<file path="config.mk">
export PLATFORM = sky130hd
export DESIGN_NAME = rms_window_downsampler_unit_flat
export DESIGN_NICKNAME = d
export VERILOG_FILES = /design/src/rtl/core/rmswd_pkg.sv /design/src/rtl/core/rmswd_if.sv /design/src/rtl/core/rmswd_front.sv /design/src/rtl/core/rmswd_fifo.sv /design/src/rtl/core/rmswd_back.sv /design/src/rtl/core/rms_window_downsampler_unit.sv /design/src/flat_wrapper.sv
export SDC_FILE = /design/constraint.sdc
export NUM_CORES = 1
export LEC_CHECK = 0
export ABC_AREA = 1
export BUFFER_PORTS_ARGS = -buffer_cell sky130_fd_sc_hd__buf_2
export CAP_MARGIN = 10
export CORE_AREA = 2 2 280 282
export CTS_BUF_LIST = sky130_fd_sc_hd__clkbuf_16
export CTS_CLUSTER_DIAMETER = 40
export DETAILED_ROUTE_END_ITERATION = 7
export DIE_AREA = 0 0 282 284
export PLACE_DENSITY = 0.64
export RECOVER_POWER = 100
export SLEW_MARGIN = 15
export SYNTH_ARGS = -nofsm -noshare
export SYNTH_HDL_FRONTEND = slang
export SYNTH_SLANG_ARGS = --single-unit
</file>
<file path="constraint.sdc">
create_clock -name clk_i -period 7.4 [get_ports clk_i]
set_clock_uncertainty 0.15 [all_clocks]
set_input_delay 0 -clock clk_i [delete_from_list [all_inputs] [get_ports clk_i]]
set_output_delay 0 -clock clk_i [all_outputs]
set_load 0.05 [all_outputs]
</file>
<file path="src/rtl/core/rmswd_pkg.sv">
// Shared constants and types of the windowed RMS downsampler.
// Used by the channel interfaces, the front, queue and back modules and the top level.
// No dependencies.
package rmswd_pkg;

  // Port field widths
  localparam int unsigned SampleW     = 16;
  localparam int unsigned PointIdxW   = 9;
  localparam int unsigned LevelW      = 16;
  localparam int unsigned FrameCountW = 25;
  localparam int unsigned ChanCountW  = 4;
  localparam int unsigned CfgDataW    = 25;
  localparam int unsigned CfgAddrW    = 1;

  // Datapath widths
  localparam int unsigned MagW     = 17;  // |sample| reaches 32768
  localparam int unsigned SquareW  = 31;  // square reaches 2^30
  localparam int unsigned MeanW    = 31;  // mean square reaches 2^30
  localparam int unsigned RootW    = 16;
  localparam int unsigned SremW    = 18;  // square root partial remainder
  localparam int unsigned StepCntW = 5;

  localparam logic [StepCntW-1:0] DivLastStep  = StepCntW'(MeanW - 1);
  localparam logic [StepCntW-1:0] SqrtLastStep = StepCntW'(RootW - 1);

  // Defaults and limits
  localparam int unsigned DefaultPoints      = 512;
  localparam int unsigned DefaultMaxChannels = 8;
  localparam int unsigned MaxFrames          = 16777216;
  localparam int unsigned QueueDepth         = 2;

  localparam logic [FrameCountW-1:0] FrameCountReset = FrameCountW'(512);
  localparam logic [ChanCountW-1:0]  ChanCountReset  = ChanCountW'(1);
  localparam logic [LevelW-1:0]      MaxLevel        = LevelW'(32768);

  // Configuration register indexes
  typedef enum logic [CfgAddrW-1:0] {
    REG_FRAME_COUNT   = 1'b0,
    REG_CHANNEL_COUNT = 1'b1
  } cfg_reg_e;

  // Back end sequencer
  typedef enum logic [1:0] {
    BK_IDLE,
    BK_DIV,
    BK_SQRT,
    BK_OUT
  } back_state_e;

endpackage

</file>
<file path="src/rtl/core/rmswd_if.sv">
// Valid/ready channel interfaces of the windowed RMS downsampler.
// Depends on rmswd_pkg for the payload widths.
interface rmswd_sample_if;
  logic                                   valid;
  logic                                   ready;
  logic signed [rmswd_pkg::SampleW-1:0]   sample;

  modport source (output valid, output sample, input ready);
  modport sink   (input valid, input sample, output ready);
endinterface

interface rmswd_point_if;
  logic                               valid;
  logic                               ready;
  logic [rmswd_pkg::PointIdxW-1:0]    point_index;
  logic [rmswd_pkg::LevelW-1:0]       rms_level;
  logic                               last_point;

  modport source (output valid, output point_index, output rms_level, output last_point,
                  input ready);
  modport sink   (input valid, input point_index, input rms_level, input last_point,
                  output ready);
endinterface

</file>
<file path="src/rtl/core/rmswd_front.sv">
// Front end: configuration registers, sample squaring and window accumulation.
// Pushes one job (index, last flag, square sum, sample count) per closed window.
// Depends on rmswd_pkg.
module rmswd_front #(
  parameter int unsigned Points      = rmswd_pkg::DefaultPoints,
  parameter int unsigned MaxChannels = rmswd_pkg::DefaultMaxChannels,
  parameter int unsigned JobW        = 1
) (
  input  logic                                  clk_i,
  input  logic                                  rst_ni,
  input  logic                                  cfg_we_i,
  input  logic [rmswd_pkg::CfgAddrW-1:0]        cfg_addr_i,
  input  logic [rmswd_pkg::CfgDataW-1:0]        cfg_wdata_i,
  input  logic                                  sample_valid_i,
  input  logic signed [rmswd_pkg::SampleW-1:0]  sample_i,
  output logic                                  sample_ready_o,
  output logic                                  job_valid_o,
  input  logic                                  job_ready_i,
  output logic [JobW-1:0]                       job_o
);
  import rmswd_pkg::*;

  localparam int unsigned WinW    = $clog2(Points);
  localparam int unsigned ChW     = (MaxChannels > 1) ? $clog2(MaxChannels) : 1;
  localparam int unsigned AccW    = FrameCountW + WinW + 1;
  localparam int unsigned TallyW  = $clog2((MaxFrames / Points + 1) * MaxChannels + 1);
  localparam int unsigned SumW    = TallyW + SquareW - 1;
  localparam int unsigned IdxExtW = (WinW > PointIdxW) ? WinW : PointIdxW;

  localparam logic [FrameCountW-1:0] PointsF    = FrameCountW'(Points);
  localparam logic [FrameCountW-1:0] MaxFramesF = FrameCountW'(MaxFrames);
  localparam logic [ChanCountW:0]    MaxChanC   = (ChanCountW + 1)'(MaxChannels);
  localparam logic [AccW-1:0]        PointsAcc  = AccW'(Points);
  localparam logic [WinW-1:0]        LastWin    = WinW'(Points - 1);

  typedef struct packed {
    logic [PointIdxW-1:0] idx;
    logic                 last;
    logic [SumW-1:0]      sum;
    logic [TallyW-1:0]    tally;
  } job_t;

  logic [FrameCountW-1:0] frame_count_q;
  logic [ChanCountW-1:0]  chan_count_q;
  logic                   restart_q;
  logic [ChW-1:0]         chan_pos_q;
  logic [WinW-1:0]        win_q;
  logic [AccW-1:0]        frame_acc_q;  // (frame position + 1) * Points
  logic [AccW-1:0]        bound_acc_q;  // (window number + 1) * frames
  logic [SumW-1:0]        sum_q;
  logic [TallyW-1:0]      tally_q;

  logic [FrameCountW-1:0] n_eff;
  logic [ChanCountW:0]    chan_ext;
  logic [ChanCountW:0]    last_ch;
  logic signed [MagW-1:0] sample_ext;
  logic [MagW-1:0]        mag;
  logic [2*MagW-1:0]      sq_full;
  logic [SquareW-1:0]     sq;
  logic [SumW-1:0]        sum_new;
  logic [TallyW-1:0]      tally_new;
  logic [AccW-1:0]        frame_next;
  logic                   frame_end;
  logic                   win_end;
  logic                   win_last;
  logic                   in_fire;
  logic [IdxExtW-1:0]     idx_ext;
  job_t                   job;

  // Clamp the configured frame and channel counts
  always_comb begin
    if (frame_count_q < PointsF) begin
      n_eff = PointsF;
    end else if (frame_count_q > MaxFramesF) begin
      n_eff = MaxFramesF;
    end else begin
      n_eff = frame_count_q;
    end
    chan_ext = {1'b0, chan_count_q};
    if (chan_count_q == '0) begin
      last_ch = '0;
    end else if (chan_ext > MaxChanC) begin
      last_ch = MaxChanC - 1'b1;
    end else begin
      last_ch = chan_ext - 1'b1;
    end
  end

  // Square the sample and find window boundaries
  always_comb begin
    sample_ext = MagW'(sample_i);
    mag        = sample_i[SampleW-1] ? MagW'(-sample_ext) : MagW'(sample_ext);
    sq_full    = mag * mag;
    sq         = sq_full[SquareW-1:0];
    sum_new    = sum_q + SumW'(sq);
    tally_new  = tally_q + TallyW'(1);
    frame_next = frame_acc_q + PointsAcc;
    frame_end  = ((ChanCountW + 1)'(chan_pos_q) == last_ch);
    win_end    = frame_end && (frame_next > bound_acc_q);
    win_last   = (win_q == LastWin);
    idx_ext    = IdxExtW'(win_q);
  end

  assign sample_ready_o = !restart_q && job_ready_i;
  assign in_fire        = sample_valid_i && sample_ready_o;

  always_comb begin
    job.idx   = idx_ext[PointIdxW-1:0];
    job.last  = win_last;
    job.sum   = sum_new;
    job.tally = tally_new;
  end

  assign job_valid_o = in_fire && win_end;
  assign job_o       = JobW'(job);

  // Configuration registers; any write restarts the buffer
  always_ff @(posedge clk_i or negedge rst_ni) begin
    if (!rst_ni) begin
      frame_count_q <= FrameCountReset;
      chan_count_q  <= ChanCountReset;
    end else if (cfg_we_i) begin
      unique case (cfg_reg_e'(cfg_addr_i))
        REG_FRAME_COUNT:   frame_count_q <= cfg_wdata_i[FrameCountW-1:0];
        REG_CHANNEL_COUNT: chan_count_q  <= cfg_wdata_i[ChanCountW-1:0];
        default: ;
      endcase
    end
  end

  // Advance channel, frame and window positions; accumulate squares
  always_ff @(posedge clk_i or negedge rst_ni) begin
    if (!rst_ni) begin
      restart_q   <= 1'b1;
      chan_pos_q  <= '0;
      win_q       <= '0;
      frame_acc_q <= '0;
      bound_acc_q <= '0;
      sum_q       <= '0;
      tally_q     <= '0;
    end else if (cfg_we_i) begin
      restart_q <= 1'b1;
    end else if (restart_q) begin
      restart_q   <= 1'b0;
      chan_pos_q  <= '0;
      win_q       <= '0;
      frame_acc_q <= PointsAcc;
      bound_acc_q <= AccW'(n_eff);
      sum_q       <= '0;
      tally_q     <= '0;
    end else if (in_fire) begin
      if (!frame_end) begin
        chan_pos_q <= chan_pos_q + ChW'(1);
        sum_q      <= sum_new;
        tally_q    <= tally_new;
      end else if (!win_end) begin
        chan_pos_q  <= '0;
        frame_acc_q <= frame_next;
        sum_q       <= sum_new;
        tally_q     <= tally_new;
      end else begin
        chan_pos_q <= '0;
        sum_q      <= '0;
        tally_q    <= '0;
        if (win_last) begin
          win_q       <= '0;
          frame_acc_q <= PointsAcc;
          bound_acc_q <= AccW'(n_eff);
        end else begin
          win_q       <= win_q + WinW'(1);
          frame_acc_q <= frame_next;
          bound_acc_q <= bound_acc_q + AccW'(n_eff);
        end
      end
    end
  end

endmodule

</file>
<file path="src/rtl/core/rmswd_fifo.sv">
// Short job queue between the front and back ends of the downsampler.
// Depends on rmswd_pkg for the default depth.
module rmswd_fifo #(
  parameter int unsigned Width = 1,
  parameter int unsigned Depth = rmswd_pkg::QueueDepth
) (
  input  logic             clk_i,
  input  logic             rst_ni,
  input  logic             push_valid_i,
  output logic             push_ready_o,
  input  logic [Width-1:0] push_data_i,
  output logic             pop_valid_o,
  input  logic             pop_ready_i,
  output logic [Width-1:0] pop_data_o
);
  import rmswd_pkg::*;

  localparam int unsigned AW   = (Depth > 1) ? $clog2(Depth) : 1;
  localparam int unsigned CntW = $clog2(Depth + 1);
  localparam logic [AW-1:0]   LastAddr = AW'(Depth - 1);
  localparam logic [CntW-1:0] Full     = CntW'(Depth);

  logic [Width-1:0] mem_q [Depth];
  logic [AW-1:0]    wr_ptr_q;
  logic [AW-1:0]    rd_ptr_q;
  logic [CntW-1:0]  count_q;
  logic             push;
  logic             pop;

  assign push_ready_o = (count_q != Full);
  assign pop_valid_o  = (count_q != '0);
  assign pop_data_o   = mem_q[rd_ptr_q];
  assign push         = push_valid_i && push_ready_o;
  assign pop          = pop_valid_o && pop_ready_i;

  // Store pushed words
  always_ff @(posedge clk_i) begin
    if (push) begin
      mem_q[wr_ptr_q] <= push_data_i;
    end
  end

  // Advance pointers and occupancy
  always_ff @(posedge clk_i or negedge rst_ni) begin
    if (!rst_ni) begin
      wr_ptr_q <= '0;
      rd_ptr_q <= '0;
      count_q  <= '0;
    end else begin
      if (push) begin
        wr_ptr_q <= (wr_ptr_q == LastAddr) ? '0 : wr_ptr_q + AW'(1);
      end
      if (pop) begin
        rd_ptr_q <= (rd_ptr_q == LastAddr) ? '0 : rd_ptr_q + AW'(1);
      end
      if (push && !pop) begin
        count_q <= count_q + CntW'(1);
      end else if (pop && !push) begin
        count_q <= count_q - CntW'(1);
      end
    end
  end

endmodule

</file>
<file path="src/rtl/core/rmswd_back.sv">
// Back end: divides a window's square sum by its sample count, one quotient bit
// per cycle, then takes the integer square root, one root bit per cycle.
// Depends on rmswd_pkg.
module rmswd_back #(
  parameter int unsigned Points      = rmswd_pkg::DefaultPoints,
  parameter int unsigned MaxChannels = rmswd_pkg::DefaultMaxChannels,
  parameter int unsigned JobW        = 1
) (
  input  logic                             clk_i,
  input  logic                             rst_ni,
  input  logic                             job_valid_i,
  output logic                             job_ready_o,
  input  logic [JobW-1:0]                  job_i,
  output logic                             point_valid_o,
  input  logic                             point_ready_i,
  output logic [rmswd_pkg::PointIdxW-1:0]  point_index_o,
  output logic [rmswd_pkg::LevelW-1:0]     rms_level_o,
  output logic                             last_point_o
);
  import rmswd_pkg::*;

  localparam int unsigned TallyW = $clog2((MaxFrames / Points + 1) * MaxChannels + 1);
  localparam int unsigned SumW   = TallyW + SquareW - 1;
  localparam int unsigned RadW   = 2 * RootW;

  typedef struct packed {
    logic [PointIdxW-1:0] idx;
    logic                 last;
    logic [SumW-1:0]      sum;
    logic [TallyW-1:0]    tally;
  } job_t;

  back_state_e state_q;
  back_state_e state_d;

  job_t                  job;
  logic [PointIdxW-1:0]  idx_q;
  logic                  last_q;
  logic [TallyW-1:0]     divisor_q;
  logic [TallyW-1:0]     drem_q;
  logic [MeanW-1:0]      dq_q;     // dividend bits out, quotient bits in
  logic [StepCntW-1:0]   step_q;
  logic [SremW-1:0]      srem_q;
  logic [RootW-1:0]      root_q;
  logic [RadW-1:0]       rad_q;
  logic [LevelW-1:0]     level_q;

  logic [TallyW:0]       div_shift;
  logic [TallyW:0]       div_diff;
  logic                  div_ge;
  logic [TallyW-1:0]     drem_next;
  logic [MeanW-1:0]      dq_next;
  logic [SremW+1:0]      sq_shift;
  logic [SremW+1:0]      sq_trial;
  logic [SremW+1:0]      sq_diff;
  logic                  sq_ge;
  logic [SremW-1:0]      srem_next;
  logic [RootW-1:0]      root_next;
  logic                  job_take;

  assign job = job_t'(job_i);

  // One restoring division step
  always_comb begin
    div_shift = {drem_q, dq_q[MeanW-1]};
    div_diff  = div_shift - {1'b0, divisor_q};
    div_ge    = (div_shift >= {1'b0, divisor_q});
    drem_next = div_ge ? div_diff[TallyW-1:0] : div_shift[TallyW-1:0];
    dq_next   = {dq_q[MeanW-2:0], div_ge};
  end

  // One square root step over two radicand bits
  always_comb begin
    sq_shift  = {srem_q, rad_q[RadW-1 -: 2]};
    sq_trial  = (SremW + 2)'({root_q, 2'b01});
    sq_diff   = sq_shift - sq_trial;
    sq_ge     = (sq_shift >= sq_trial);
    srem_next = sq_ge ? sq_diff[SremW-1:0] : sq_shift[SremW-1:0];
    root_next = {root_q[RootW-2:0], sq_ge};
  end

  // Sequencer state register
  always_ff @(posedge clk_i or negedge rst_ni) begin
    if (!rst_ni) begin
      state_q <= BK_IDLE;
    end else begin
      state_q <= state_d;
    end
  end

  // Next state and handshakes
  always_comb begin
    state_d       = state_q;
    job_take      = 1'b0;
    point_valid_o = 1'b0;
    unique case (state_q)
      BK_IDLE: begin
        job_take = job_valid_i;
        if (job_valid_i) begin
          state_d = BK_DIV;
        end
      end
      BK_DIV: begin
        if (step_q == DivLastStep) begin
          state_d = BK_SQRT;
        end
      end
      BK_SQRT: begin
        if (step_q == SqrtLastStep) begin
          state_d = BK_OUT;
        end
      end
      BK_OUT: begin
        point_valid_o = 1'b1;
        if (point_ready_i) begin
          state_d = BK_IDLE;
        end
      end
      default: state_d = BK_IDLE;
    endcase
  end

  assign job_ready_o = job_take;

  // Datapath registers
  always_ff @(posedge clk_i) begin
    case (state_q)
      BK_IDLE: begin
        if (job_valid_i) begin
          idx_q     <= job.idx;
          last_q    <= job.last;
          divisor_q <= job.tally;
          drem_q    <= TallyW'(job.sum[SumW-1:MeanW]);
          dq_q      <= job.sum[MeanW-1:0];
          step_q    <= '0;
        end
      end
      BK_DIV: begin
        drem_q <= drem_next;
        dq_q   <= dq_next;
        if (step_q == DivLastStep) begin
          rad_q  <= RadW'(dq_next);
          srem_q <= '0;
          root_q <= '0;
          step_q <= '0;
        end else begin
          step_q <= step_q + StepCntW'(1);
        end
      end
      BK_SQRT: begin
        srem_q <= srem_next;
        root_q <= root_next;
        rad_q  <= {rad_q[RadW-3:0], 2'b00};
        step_q <= step_q + StepCntW'(1);
        if (step_q == SqrtLastStep) begin
          level_q <= LevelW'(root_next);
        end
      end
      default: ;
    endcase
  end

  assign point_index_o = idx_q;
  assign rms_level_o   = level_q;
  assign last_point_o  = last_q;

endmodule

</file>
<file path="src/rtl/core/rms_window_downsampler_unit.sv">
// Top level of the windowed RMS downsampler: front end, job queue and back end.
// Depends on rmswd_pkg, rmswd_if, rmswd_front, rmswd_fifo and rmswd_back.
//
// Usage:
//   in_i  carries interleaved Q1.15 samples, channel 0 first in each frame.
//   out_o carries one display point per window: index, RMS level, last flag.
//   cfg_*  writes frame_count (index 0) and channel_count (index 1); write
//          only while no window is in flight. Any write restarts at window 0.
// Throughput:
//   The front takes one sample per cycle unless stalled and closes a window in the
//   cycle of its last sample. The back end loads a window, runs the bit-serial
//   divide of square sum by sample count, then the bit-serial square root, and
//   presents the point; it takes no new window until that point is accepted.
//   A two-entry queue holds closed windows; when windows close faster than the
//   back end finishes them, the front stalls on a full queue.
// Reset and configuration: in_i.ready stays low for one cycle after reset
//   and after each configuration write while the window bounds reload.
// Stalls: a stalled out_o holds its point; the back end waits, the queue
//   fills, then in_i.ready drops.
module rms_window_downsampler_unit #(
  parameter int unsigned Points      = rmswd_pkg::DefaultPoints,
  parameter int unsigned MaxChannels = rmswd_pkg::DefaultMaxChannels
) (
  input  logic                           clk_i,
  input  logic                           rst_ni,
  input  logic                           cfg_we_i,
  input  logic [rmswd_pkg::CfgAddrW-1:0] cfg_addr_i,
  input  logic [rmswd_pkg::CfgDataW-1:0] cfg_wdata_i,
  rmswd_sample_if.sink                   in_i,
  rmswd_point_if.source                  out_o
);
  import rmswd_pkg::*;

  localparam int unsigned TallyW = $clog2((MaxFrames / Points + 1) * MaxChannels + 1);
  localparam int unsigned SumW   = TallyW + SquareW - 1;
  localparam int unsigned JobW   = PointIdxW + 1 + SumW + TallyW;

  logic            push_valid;
  logic            push_ready;
  logic [JobW-1:0] push_data;
  logic            pop_valid;
  logic            pop_ready;
  logic [JobW-1:0] pop_data;

  // Accept samples and close windows
  rmswd_front #(
    .Points      (Points),
    .MaxChannels (MaxChannels),
    .JobW        (JobW)
  ) u_front (
    .clk_i          (clk_i),
    .rst_ni         (rst_ni),
    .cfg_we_i       (cfg_we_i),
    .cfg_addr_i     (cfg_addr_i),
    .cfg_wdata_i    (cfg_wdata_i),
    .sample_valid_i (in_i.valid),
    .sample_i       (in_i.sample),
    .sample_ready_o (in_i.ready),
    .job_valid_o    (push_valid),
    .job_ready_i    (push_ready),
    .job_o          (push_data)
  );

  // Hold closed windows
  rmswd_fifo #(
    .Width (JobW),
    .Depth (QueueDepth)
  ) u_fifo (
    .clk_i        (clk_i),
    .rst_ni       (rst_ni),
    .push_valid_i (push_valid),
    .push_ready_o (push_ready),
    .push_data_i  (push_data),
    .pop_valid_o  (pop_valid),
    .pop_ready_i  (pop_ready),
    .pop_data_o   (pop_data)
  );

  // Compute the RMS level of each window
  rmswd_back #(
    .Points      (Points),
    .MaxChannels (MaxChannels),
    .JobW        (JobW)
  ) u_back (
    .clk_i         (clk_i),
    .rst_ni        (rst_ni),
    .job_valid_i   (pop_valid),
    .job_ready_o   (pop_ready),
    .job_i         (pop_data),
    .point_valid_o (out_o.valid),
    .point_ready_i (out_o.ready),
    .point_index_o (out_o.point_index),
    .rms_level_o   (out_o.rms_level),
    .last_point_o  (out_o.last_point)
  );

endmodule

</file>
<file path="src/flat_wrapper.sv">
// flat-port wrapper written by rule: the top's interface ports become plain ports
module rms_window_downsampler_unit_flat import rmswd_pkg::*;
#(
  parameter int unsigned Points      = rmswd_pkg::DefaultPoints,
  parameter int unsigned MaxChannels = rmswd_pkg::DefaultMaxChannels
)
  (clk_i, rst_ni, cfg_we_i, cfg_addr_i, cfg_wdata_i, in_i_valid, in_i_sample, in_i_ready, out_o_valid, out_o_point_index, out_o_rms_level, out_o_last_point, out_o_ready);
  rmswd_sample_if in_i_i ();
  rmswd_point_if out_o_i ();
  input  logic clk_i;
  input  logic rst_ni;
  input  logic cfg_we_i;
  input  logic [rmswd_pkg::CfgAddrW-1:0] cfg_addr_i;
  input  logic [rmswd_pkg::CfgDataW-1:0] cfg_wdata_i;
  input wire logic [$bits(in_i_i.valid)-1:0] in_i_valid;
  input wire logic [$bits(in_i_i.sample)-1:0] in_i_sample;
  output wire logic [$bits(in_i_i.ready)-1:0] in_i_ready;
  output wire logic [$bits(out_o_i.valid)-1:0] out_o_valid;
  output wire logic [$bits(out_o_i.point_index)-1:0] out_o_point_index;
  output wire logic [$bits(out_o_i.rms_level)-1:0] out_o_rms_level;
  output wire logic [$bits(out_o_i.last_point)-1:0] out_o_last_point;
  input wire logic [$bits(out_o_i.ready)-1:0] out_o_ready;
  assign in_i_i.valid = in_i_valid;
  assign in_i_i.sample = in_i_sample;
  assign in_i_ready = in_i_i.ready;
  assign out_o_valid = out_o_i.valid;
  assign out_o_point_index = out_o_i.point_index;
  assign out_o_rms_level = out_o_i.rms_level;
  assign out_o_last_point = out_o_i.last_point;
  assign out_o_i.ready = out_o_ready;
  rms_window_downsampler_unit #(.Points(Points), .MaxChannels(MaxChannels)) u_core (.clk_i(clk_i), .rst_ni(rst_ni), .cfg_we_i(cfg_we_i), .cfg_addr_i(cfg_addr_i), .cfg_wdata_i(cfg_wdata_i), .in_i(in_i_i), .out_o(out_o_i));
endmodule
</file>
== Word level (Yosys, flattened, before mapping) ==
Memories as Yosys holds them, arrays and structs flattened.
Cells that the tools add are included.
Cells by class
  $add $sub $neg: 15
  $mul: 1
  divide/modulo/power cells: 0
  order comparisons: 6
  equal/unequal tests: 12
  shift operators: 0
  muxes and demuxes: 60
  bitwise logic cells: 2
  reductions and logical operators: 32
Operators with widths (count)
  $mux 35: 10
  $mux 49: 4
  $mux 19: 6
  $pmux 32 s2: 1
  $pmux 31 s2: 1
  $mux 25: 2
  $add 49x31->49: 1
  $mux 9: 5
  $pmux 19 s2: 1
  $mux 18: 2
  $pmux 18 s2: 1
  $add 35x10->35 const B: 1
  $add 35x25->35: 1
  $gt 35x35->1: 1
  $mux 32: 1
  $pmux 16 s2: 1
  $mul 17x17->31: 1
  $mux 31: 1
  $gt 25x25->1 const B: 1
  $lt 25x10->1 const B: 1
  $ge 20x18->1: 1
  $ge 20x19->1: 1
  $mux 5: 4
  $add 19x1->19 const B: 1
  35 further kinds: 78
Storage, ports and cells
  register bits after elaboration: 352
  latch bits: 0
  bits in writable memories: 156
  bits in read-only memories: 0
  output and inout port bits: 28
  word-level logic and storage cells: 152
  memories: 1
Memories
  u_core.u_fifo.mem_q: depth 2, bits a word 78, read ports 1, clocked after Yosys merged registers in 0, write ports 1, RTL line rmswd_fifo.sv:23  | logic [Width-1:0] mem_q [Depth];

== Logic depth before layout (Yosys ltp) ==
Gate-level depths: netlist of the first run.
  word-level depth: 11
  gate-level depth with buffers: 49
  depth with buffers taken out: 48

== By module ==
Synthesis of the first run repeated with hierarchy kept, for this count alone.
Unflattened totals
  cell total of the unflattened synthesis: 4866
  area, all modules: 38067.8 µm²
By module, submodules not included
  rmswd_front: instances 1, cells each 3321, area each 22695.5 µm²
  rmswd_back: instances 1, cells each 1109, area each 9480.3 µm²
  rmswd_fifo: instances 1, cells each 436, area each 5891.9 µm²

== Worst setup path before layout of the first run ==
Ideal clock, no wire load.
  path type: input -> register
  from: in in_i_sample[0]
  to: mem u_core.u_fifo.mem_q[0][59] (netlist bit), data pin
  library setup time: 0.252 ns
  data arrival time: 7.315 ns
  data required time: 6.998 ns
  slack: -0.318 ns
  stages on the path: 42
  cell sequence: inv_1 clkbuf_1 ha_1 nand2_1 nor2_2 inv_1 nor2_1 inv_1 nand2_1 xor2_1 inv_2 nor2_1 inv_1 fa_1 inv_1 fa_1 fa_1 fa_1 [6 not listed] nor2_1 inv_1 nor4_1 nand2_1 nand3_1 inv_1 nand2_1 nand2_1 ha_1 nand2_1 nor2_1 inv_1 nor3_1 nand2_1 nand2_1 nand3_1 nand2_1 inv_1
On the way
  longest elaborated chain between the ends: 4
RTL lines
  start, declared: RTL line flat_wrapper.sv:16  | input wire logic [$bits(in_i_i.sample)-1:0] in_i_sample;
  $neg 16->17: RTL line rmswd_front.sv:92  | mag = sample_i[SampleW-1] ? MagW'(-sample_ext) : MagW'(sample_ext);
  $mux 17 *: RTL line rmswd_front.sv:92
  $mul 17x17->31 *: RTL line rmswd_front.sv:93  | sq_full = mag * mag;
  $add 49x31->49 *: RTL line rmswd_front.sv:95  | sum_new = sum_q + SumW'(sq);
  named net u_core.push_data[59]: RTL line rms_window_downsampler_unit.sv:40  | logic [JobW-1:0] push_data;
  end, declared: RTL line rmswd_fifo.sv:23
Mark *: on every way through the listed nets, which the timed path passes. The rest lies on a longest branch.

== Final worst setup path of the first run ==
  from: in in_i_sample[1]
  to: reg u_core.u_front.sum_q[27]
On the way
  longest elaborated chain between the ends: 8
RTL lines
  $neg 16->17: RTL line rmswd_front.sv:92
  $mux 17 *: RTL line rmswd_front.sv:92
  $mul 17x17->31 *: RTL line rmswd_front.sv:93
  $add 49x31->49 *: RTL line rmswd_front.sv:95
  named net u_core.push_data[46]: RTL line rms_window_downsampler_unit.sv:40
  $mux 49: RTL line rmswd_front.sv:156  | end else if (!win_end) begin
  $mux 49 *: RTL line rmswd_front.sv:152  | if (!frame_end) begin
  $mux 49 *: RTL line rmswd_front.sv:151  | end else if (in_fire) begin
  $mux 49 *: RTL line rmswd_front.sv:143  | end else if (restart_q) begin
  end signal, assigned: RTL line rmswd_front.sv:154  | sum_q <= sum_new;
  end signal, assigned: RTL line rmswd_front.sv:159  | sum_q <= sum_new;
  end, declared: RTL line rmswd_front.sv:50  | logic [SumW-1:0] sum_q;
Mark *: on every way through the listed nets, which the timed path passes. The rest lies on a longest branch. The select of a mux whose other input is x is not followed.
A chain may end at the register's enable or synchronous reset.

==> impl_metrics.json, run 1 <==
{
  "track_usage": 0.252,
  "cpMaxStageDelayCell": "fa_1",
  "avgRoutedWirePerCell_um": 15.5,
  "cp_common_cell": "fa_1",
  "ys_ff_latch": 499,
  "start_util": 0.497,
  "cts_tree": "done",
  "endpoint_kind": "flip-flop",
  "area_delta_synth_final_pct": 23.5,
  "numCtsBuffers": 79,
  "die_x_um": 282,
  "slew_headroom": -1.74,
  "vias_per_cell": 5.02,
  "max-cap-violations": 10,
  "slew_viol_final": 575,
  "firstDrtPassIters": 8,
  "max_freq_ghz": 0.139,
  "nets": 5918,
  "cts_max_path_buffers": 3,
  "cts_root_buf": "clkbuf_16",
  "clock_latency_ns": 0.63,
  "drt-initial-drc-count": 2210,
  "startpoint_type": "input pin",
  "cts.sinks": 499,
  "stdcell_count": 6553,
  "synth_area_sq_um": 38300,
  "synthCells": 4920,
  "ys_seq_area_frac": 0.369,
  "routed_wl_mm": 102,
  "grt_pass1_wl_mm": 162,
  "drive_above_1_share": 0.165,
  "synth_ff_type": "edfxtp_1",
  "worst_path_largest_cell_delay_ns": 0.54,
  "yosysWarnings": 0,
  "run_status": "complete, but fails checks",
  "clk_transition_reported_paths_ns": 0.05,
  "antenna_found_initial": 1,
  "fin_crit_sh": 0.975,
  "hold_ws_ns": 0.0345,
  "io_buffer_count": 74,
  "setup_viol": 0,
  "crit_required_ns": 7.80,
  "syn_avg_cell_area_sq_um": 7.77,
  "core_area_sq_um": 77000,
  "worstSetupPathType": "input pin to flip-flop",
  "period_needed_ns": 7.22,
  "ant_nets": 0,
  "async_flop_share": 0.355,
  "gr-total-overflow": 0,
  "crit_fanout": 4,
  "rsz0062_at_grt": "true",
  "htree_levels": 3,
  "gp_congestion": 0.957,
  "tightest_slew_ns": 4.10,
  "placed_cells": 6321,
  "synth_edf_count": 322,
  "hold_viol": 0,
  "row_count": 102,
  "violations": "max-capacitance violations, max-slew violations",
  "antenna_cells": 0,
  "grt_pass1_vias": 31700,
  "io_pins": 75,
  "vias": 32900,
  "grt_max_degree": 71,
  "hp-class": "input pin to flip-flop",
  "synth.distinct_cells": 56,
  "die_h_um": 284,
  "die_area_sq_um": 80100,
  "place_hpwl_mm": 76.3,
  "drc": 0,
  "cp.arrival_ns": 7.62
}
-- logic make-up after synthesis --
family / after synthesis / synth area share
XOR/XNOR: 130 / 0.0300
other: 2 / 0.000196
multiplexers: 5 / 0.00144
AND/OR/NAND/NOR: 2415 / 0.259
flip-flops: 499 / 0.369
buffers and inverters: 1010 / 0.102
adder cells (fa/ha/maj): 425 / 0.176
AO/OA/AOI/OAI: 434 / 0.0625
-- worst max-delay path, delay by kind of cell --
| family | cells | cell delay [ns] |
|---|---|---|
| AOI/OAI and AO/OA | 3 | 0.48 |
| buffers and inverters | 13 | 1.18 |
| adders and majority gates | 8 | 3.58 |
| xor gates and xnor gates | 3 | 0.74 |
| and+or+nand+nor | 14 | 1.59 |
-- stage by stage --
stage           util  instance area [sq um]  setup slack [ns]  setup TNS (ns)
2_1_floorplan      -                  38400         -0.000760        -0.00152
3_3_place_gp   0.551                  42400             -1.04          -57.23
3_5_place_dp   0.551                  42400             -1.01          -59.50
4_1_cts        0.594                  45700           0.00374               0
5_1_grt        0.614                  47200            -0.242           -7.54
6_report       0.614                  47200             0.183               0
-- metal layers --
metal | up-vias | global-route usage | routed length [um]
met5 | - | 0 | 0
met4 | 0 | 0.0685 | 2630
met3 | 172 | 0.0311 | 4540
met2 | 737 | 0.419 | 48100
met1 | 15500 | 0.347 | 46300
li1 | 16500 | - | -
-- Yosys cell counts, types with 8 or more instances --
| master | count | area, sq um |
|---|---|---|
| nand3_1 | 255 | 1280 |
| nor3_1 | 54 | 270 |
| xor2_1 | 91 | 797 |
| and2_1 | 8 | 50.1 |
| nand3b_1 | 13 | 97.6 |
| clkbuf_1 | 63 | 236 |
| o21bai_1 | 12 | 90.1 |
| buf_4 | 9 | 67.6 |
| xnor2_1 | 38 | 333 |
| a21oi_1 | 218 | 1090 |
| o21ai_1 | 8 | 40.0 |
| nor4_1 | 11 | 68.8 |
| ha_1 | 237 | 2970 |
| o21ai_0 | 134 | 671 |
| dfrtp_1 | 174 | 4350 |
| inv_1 | 892 | 3350 |
| edfxtp_1 | 322 | 9670 |
| inv_2 | 8 | 30.0 |
| fa_1 | 188 | 3760 |
| nand2_1 | 1505 | 5650 |
| nand4_1 | 77 | 482 |
| nor2_1 | 453 | 1700 |
| a21o_1 | 15 | 113 |
| buf_6 | 9 | 101 |
| o21ai_2 | 24 | 210 |
| buf_2 | 18 | 90.1 |
-- cells in the final DEF, fill, tap and decap left out, types with 51 or more instances in the layout --
| cell type | n |
|---|---|
| nand2_2 | 81 |
| nand2_1 | 1418 |
| o21ai_0 | 121 |
| nand4_1 | 77 |
| nand3_1 | 249 |
| dlygate4sd3_1 | 51 |
| dfrtp_1 | 174 |
| edfxtp_1 | 322 |
| buf_4 | 362 |
| inv_1 | 870 |
| a21oi_1 | 191 |
| fa_1 | 182 |
| clkbuf_16 | 79 |
| ha_1 | 207 |
| nor2_1 | 392 |
| xor2_1 | 83 |
-- path summary, 6_finish.rpt --
kind	cells after the start	start	endpoint	slack, ns
min reg2reg	0	u_core.u_back.root_q[1]	u_core.u_back.rms_level_o[2]	0.33
min	4	cfg_wdata_i[23]	u_core.u_front.frame_count_q[23]	0.03
max in group asynchronous	4	rst_ni	u_core.u_front.sum_q[45]	2.51
max reg2reg	7	u_core.u_back.state_q[1]	u_core.u_back.rad_q[12]	1.67
max	41	in_i_sample[1]	u_core.u_front.sum_q[27]	0.18
min in group asynchronous	3	rst_ni	u_core.u_front.restart_q	0.64
-- registers in the layout, indices dropped and copies added, names as in the netlist, 18 cells and up --
signal and count:
u_core.u_fifo.mem_q 156, u_core.u_front.sum_q 49, u_core.u_front.bound_acc_q 35, u_core.u_back.rad_q 32, u_core.u_back.dq_q 31, u_core.u_front.frame_acc_q 26, u_core.u_front.frame_count_q 25, u_core.u_back.divisor_q 19
u_core.u_back.drem_q 19, u_core.u_front.tally_q 19, u_core.u_back.srem_q 18
-- final cells by class --
type / count / area [sq um]
tap: 1040 / 1300
multi-input combinational: 3443 / 21800
fill: 6827 / 29700
timing repair buffer: 518 / 3870
clock buffer: 79 / 1980
inverter: 905 / 3410
sequential: 499 / 14100
clock inverter: 69 / 803
-- timing repair --
action,CTS,global route
hold endpoints to repair,241,0
pin swaps,0,96
endpoints found under the setup margin,24,106
gates resized for setup,6,347
hold buffers,52,0
setup buffers,0,32
Power of run 1 is left out: the tool's default activity adds up to more than one toggle a clock period on the data nets, which glitch-free logic cannot reach.
==> inputs of run 2 (changes only) <==
--- a/config.mk
+++ b/config.mk
@@ -8,12 +8,13 @@
 export ABC_AREA = 1
 export BUFFER_PORTS_ARGS = -buffer_cell sky130_fd_sc_hd__buf_2
 export CAP_MARGIN = 10
-export CORE_AREA = 2 2 280 282
+export CORE_AREA = 2 2 256 258
 export CTS_BUF_LIST = sky130_fd_sc_hd__clkbuf_16
 export CTS_CLUSTER_DIAMETER = 40
 export DETAILED_ROUTE_END_ITERATION = 7
-export DIE_AREA = 0 0 282 284
-export PLACE_DENSITY = 0.64
+export DIE_AREA = 0 0 258 260
+export GPL_TIMING_DRIVEN = 0
+export PLACE_DENSITY = 0.75
 export RECOVER_POWER = 100
 export SLEW_MARGIN = 15
 export SYNTH_ARGS = -nofsm -noshare
==> run 2 against run 1 <==
  * The run ends with design-rule violations, max-capacitance violations, max-slew violations left
  * Register-to-register slack got worse by 0.65 ns
  * Largest cell class unchanged
  * Fmax decreased by 2.4%
  * Non-clock buffer count decreased by 211
  * Sequential cell count unchanged
  * Clock-buffer cell count unchanged
  * Critical path depth unchanged
  * Routed wire length increased by 2.8%
  * Highest routed layer unchanged
  * Sequential share of layout area increased by 1.3 points
  * First-iteration DRC count increased by 18%
  * Core utilization increased by 9.2 points
  * Critical endpoint is now u_core.u_front.sum_q[25]
==> impl_metrics.json, run 2 (same netlist as run 1, synthesis figures left out) <==
{
  "hold_viol": 0,
  "vias_per_cell": 5.36,
  "grt_pass1_vias": 31800,
  "top_register": "u_core.u_fifo.mem_q",
  "mostFrequentLayoutCells": "nand2_1, inv_1, nor2_1, edfxtp_1, nand3_1",
  "final_common_cell": "nand2_1",
  "place_hpwl_mm": 77.7,
  "cpMaxStageDelayCell": "fa_1",
  "cts_root_buf": "clkbuf_16",
  "rsz0062_at_grt": "true",
  "clk_transition_reported_paths_ns": 0.05,
  "avgRoutedWirePerCell_um": 17.0,
  "cts_tree": "done",
  "cp.arrival_ns": 7.78,
  "routed_wl_mm": 104,
  "crit_required_ns": 7.78,
  "cts_max_path_buffers": 3,
  "crit_fanout": 7,
  "track_usage": 0.304,
  "final_util": 0.705,
  "endpoint_kind": "flip-flop",
  "max-cap-violations": 4,
  "row_count": 93,
  "tightest_slew_ns": 5.27,
  "drt-initial-drc-count": 2614,
  "largest_register_ffs": 156,
  "violations": "design-rule violations, max-capacitance violations, max-slew violations",
  "top_regs": "u_core.u_fifo.mem_q: 156 flops, u_core.u_front.sum_q: 49 flops, u_core.u_front.bound_acc_q: 35 flops",
  "worst_path_largest_cell_delay_ns": 0.55,
  "die_x_um": 258,
  "hp-class": "input pin to flip-flop",
  "htree_levels": 3,
  "nets": 5705,
  "die_area_sq_um": 67100,
  "firstDrtPassIters": 8,
  "ant_nets": 0,
  "slew_headroom": -2.52,
  "cp_common_cell": "nand2_1",
  "place_worst_setup_slack_ns": -1.93,
  "cts.sinks": 499,
  "period_needed_ns": 7.40,
  "start_util": 0.597,
  "io_pins": 75,
  "setup_ws_ns": 0.00175,
  "fin_crit_sh": 1.00,
  "die_h_um": 260,
  "grt_max_degree": 95,
  "worstSetupPathType": "input pin to flip-flop",
  "drc": 2,
  "gp_congestion": 0.956,
  "slew_viol_final": 216,
  "clock_latency_ns": 0.64,
  "area_delta_synth_final_pct": 18.2,
  "gr-total-overflow": 0,
  "io_buffer_count": 74,
  "grt_pass1_wl_mm": 162,
  "core_area_sq_um": 64100,
  "max_freq_ghz": 0.135,
  "setup_viol": 0,
  "vias": 33000,
  "numCtsBuffers": 77,
  "antenna_found_initial": 1,
  "startpoint_type": "input pin",
  "drive_above_1_share": 0.118,
  "run_status": "complete, but fails checks"
}
-- run 2: changes by cell type in the layout (fill, tap and decap cells not counted), sizes merged, moves of 3 or more --
cell,change
bufinv,-3
clkinv,-3
clkinvlp,+4
buf,-286
dlygate4sd3,-4
inv,-3
clkbuf,+79
-- run 2: critical path: cells and delay by family --
| family | cells | cell delay (ns) |
|---|---|---|
| fa+ha+maj | 9 | 3.82 |
| compound gates | 6 | 1.18 |
| simple gates | 11 | 1.04 |
| buf+inv | 12 | 1.01 |
| xor+xnor | 3 | 0.68 |
-- run 2: worst paths after layout --
path                                               startpoint                               end  slack [ns]  cells after the start
max in group asynchronous                              rst_ni    u_core.u_front.frame_acc_q[19]        1.48                      4
worst min-delay path                          cfg_wdata_i[20]  u_core.u_front.frame_count_q[20]        0.01                      4
worst max register to register  u_core.u_front.frame_acc_q[9]        u_core.u_fifo.mem_q[1][26]        1.02                     19
min in group asynchronous                              rst_ni   u_core.u_front.frame_count_q[9]        0.49                      3
worst max-delay path                           in_i_sample[0]          u_core.u_front.sum_q[25]       0.002                     41
worst min register to register        u_core.u_back.root_q[4]      u_core.u_back.rms_level_o[5]        0.33                      0
-- run 2: final cells by class --
cell class	count	area [sq um]
flip-flops and latches	499	14100
diodes	1	2.50
plain buffers	105	510
clock buffers	79	1980
well taps	855	1070
clock inverters	64	696
multi-input cells	3443	21900
inverters	905	3430
fillers	5003	18900
repair buffers	202	1520
-- run 2: through the flow --
stage / hold slack, ns / area [sq um] / std cells / TNS [ns]
global route: 0.0340 / 45200 / 6153 / -13.61
floorplan: -0.446 / 38400 / 4952 / -0.00152
finish: 0.0149 / 45200 / 6153 / 0
CTS: 0.00172 / 44300 / 6114 / 0
global placement: 0.00738 / 39900 / 5881 / -413.57
detailed placement: -0.0695 / 40200 / 5893 / -182.37
-- run 2: layer usage --
metal	vias up	wire length, um	global-route usage
met5	-	0	0
met4	0	3960	0.110
met3	265	6240	0.0425
met2	1086	50100	0.518
met1	15600	44100	0.398
li1	16100	-	-
-- run 2: repair_timing --
| action | CTS | global route |
|---|---|---|
| setup endpoints to repair | 108 | 107 |
| buffers inserted | 30 | 38 |
| gates resized for setup | 162 | 257 |
| pin swaps | 37 | 125 |
| hold buffers | 48 | 0 |
| hold endpoints to repair | 214 | 0 |
Power of run 2 is left out for the same reason.
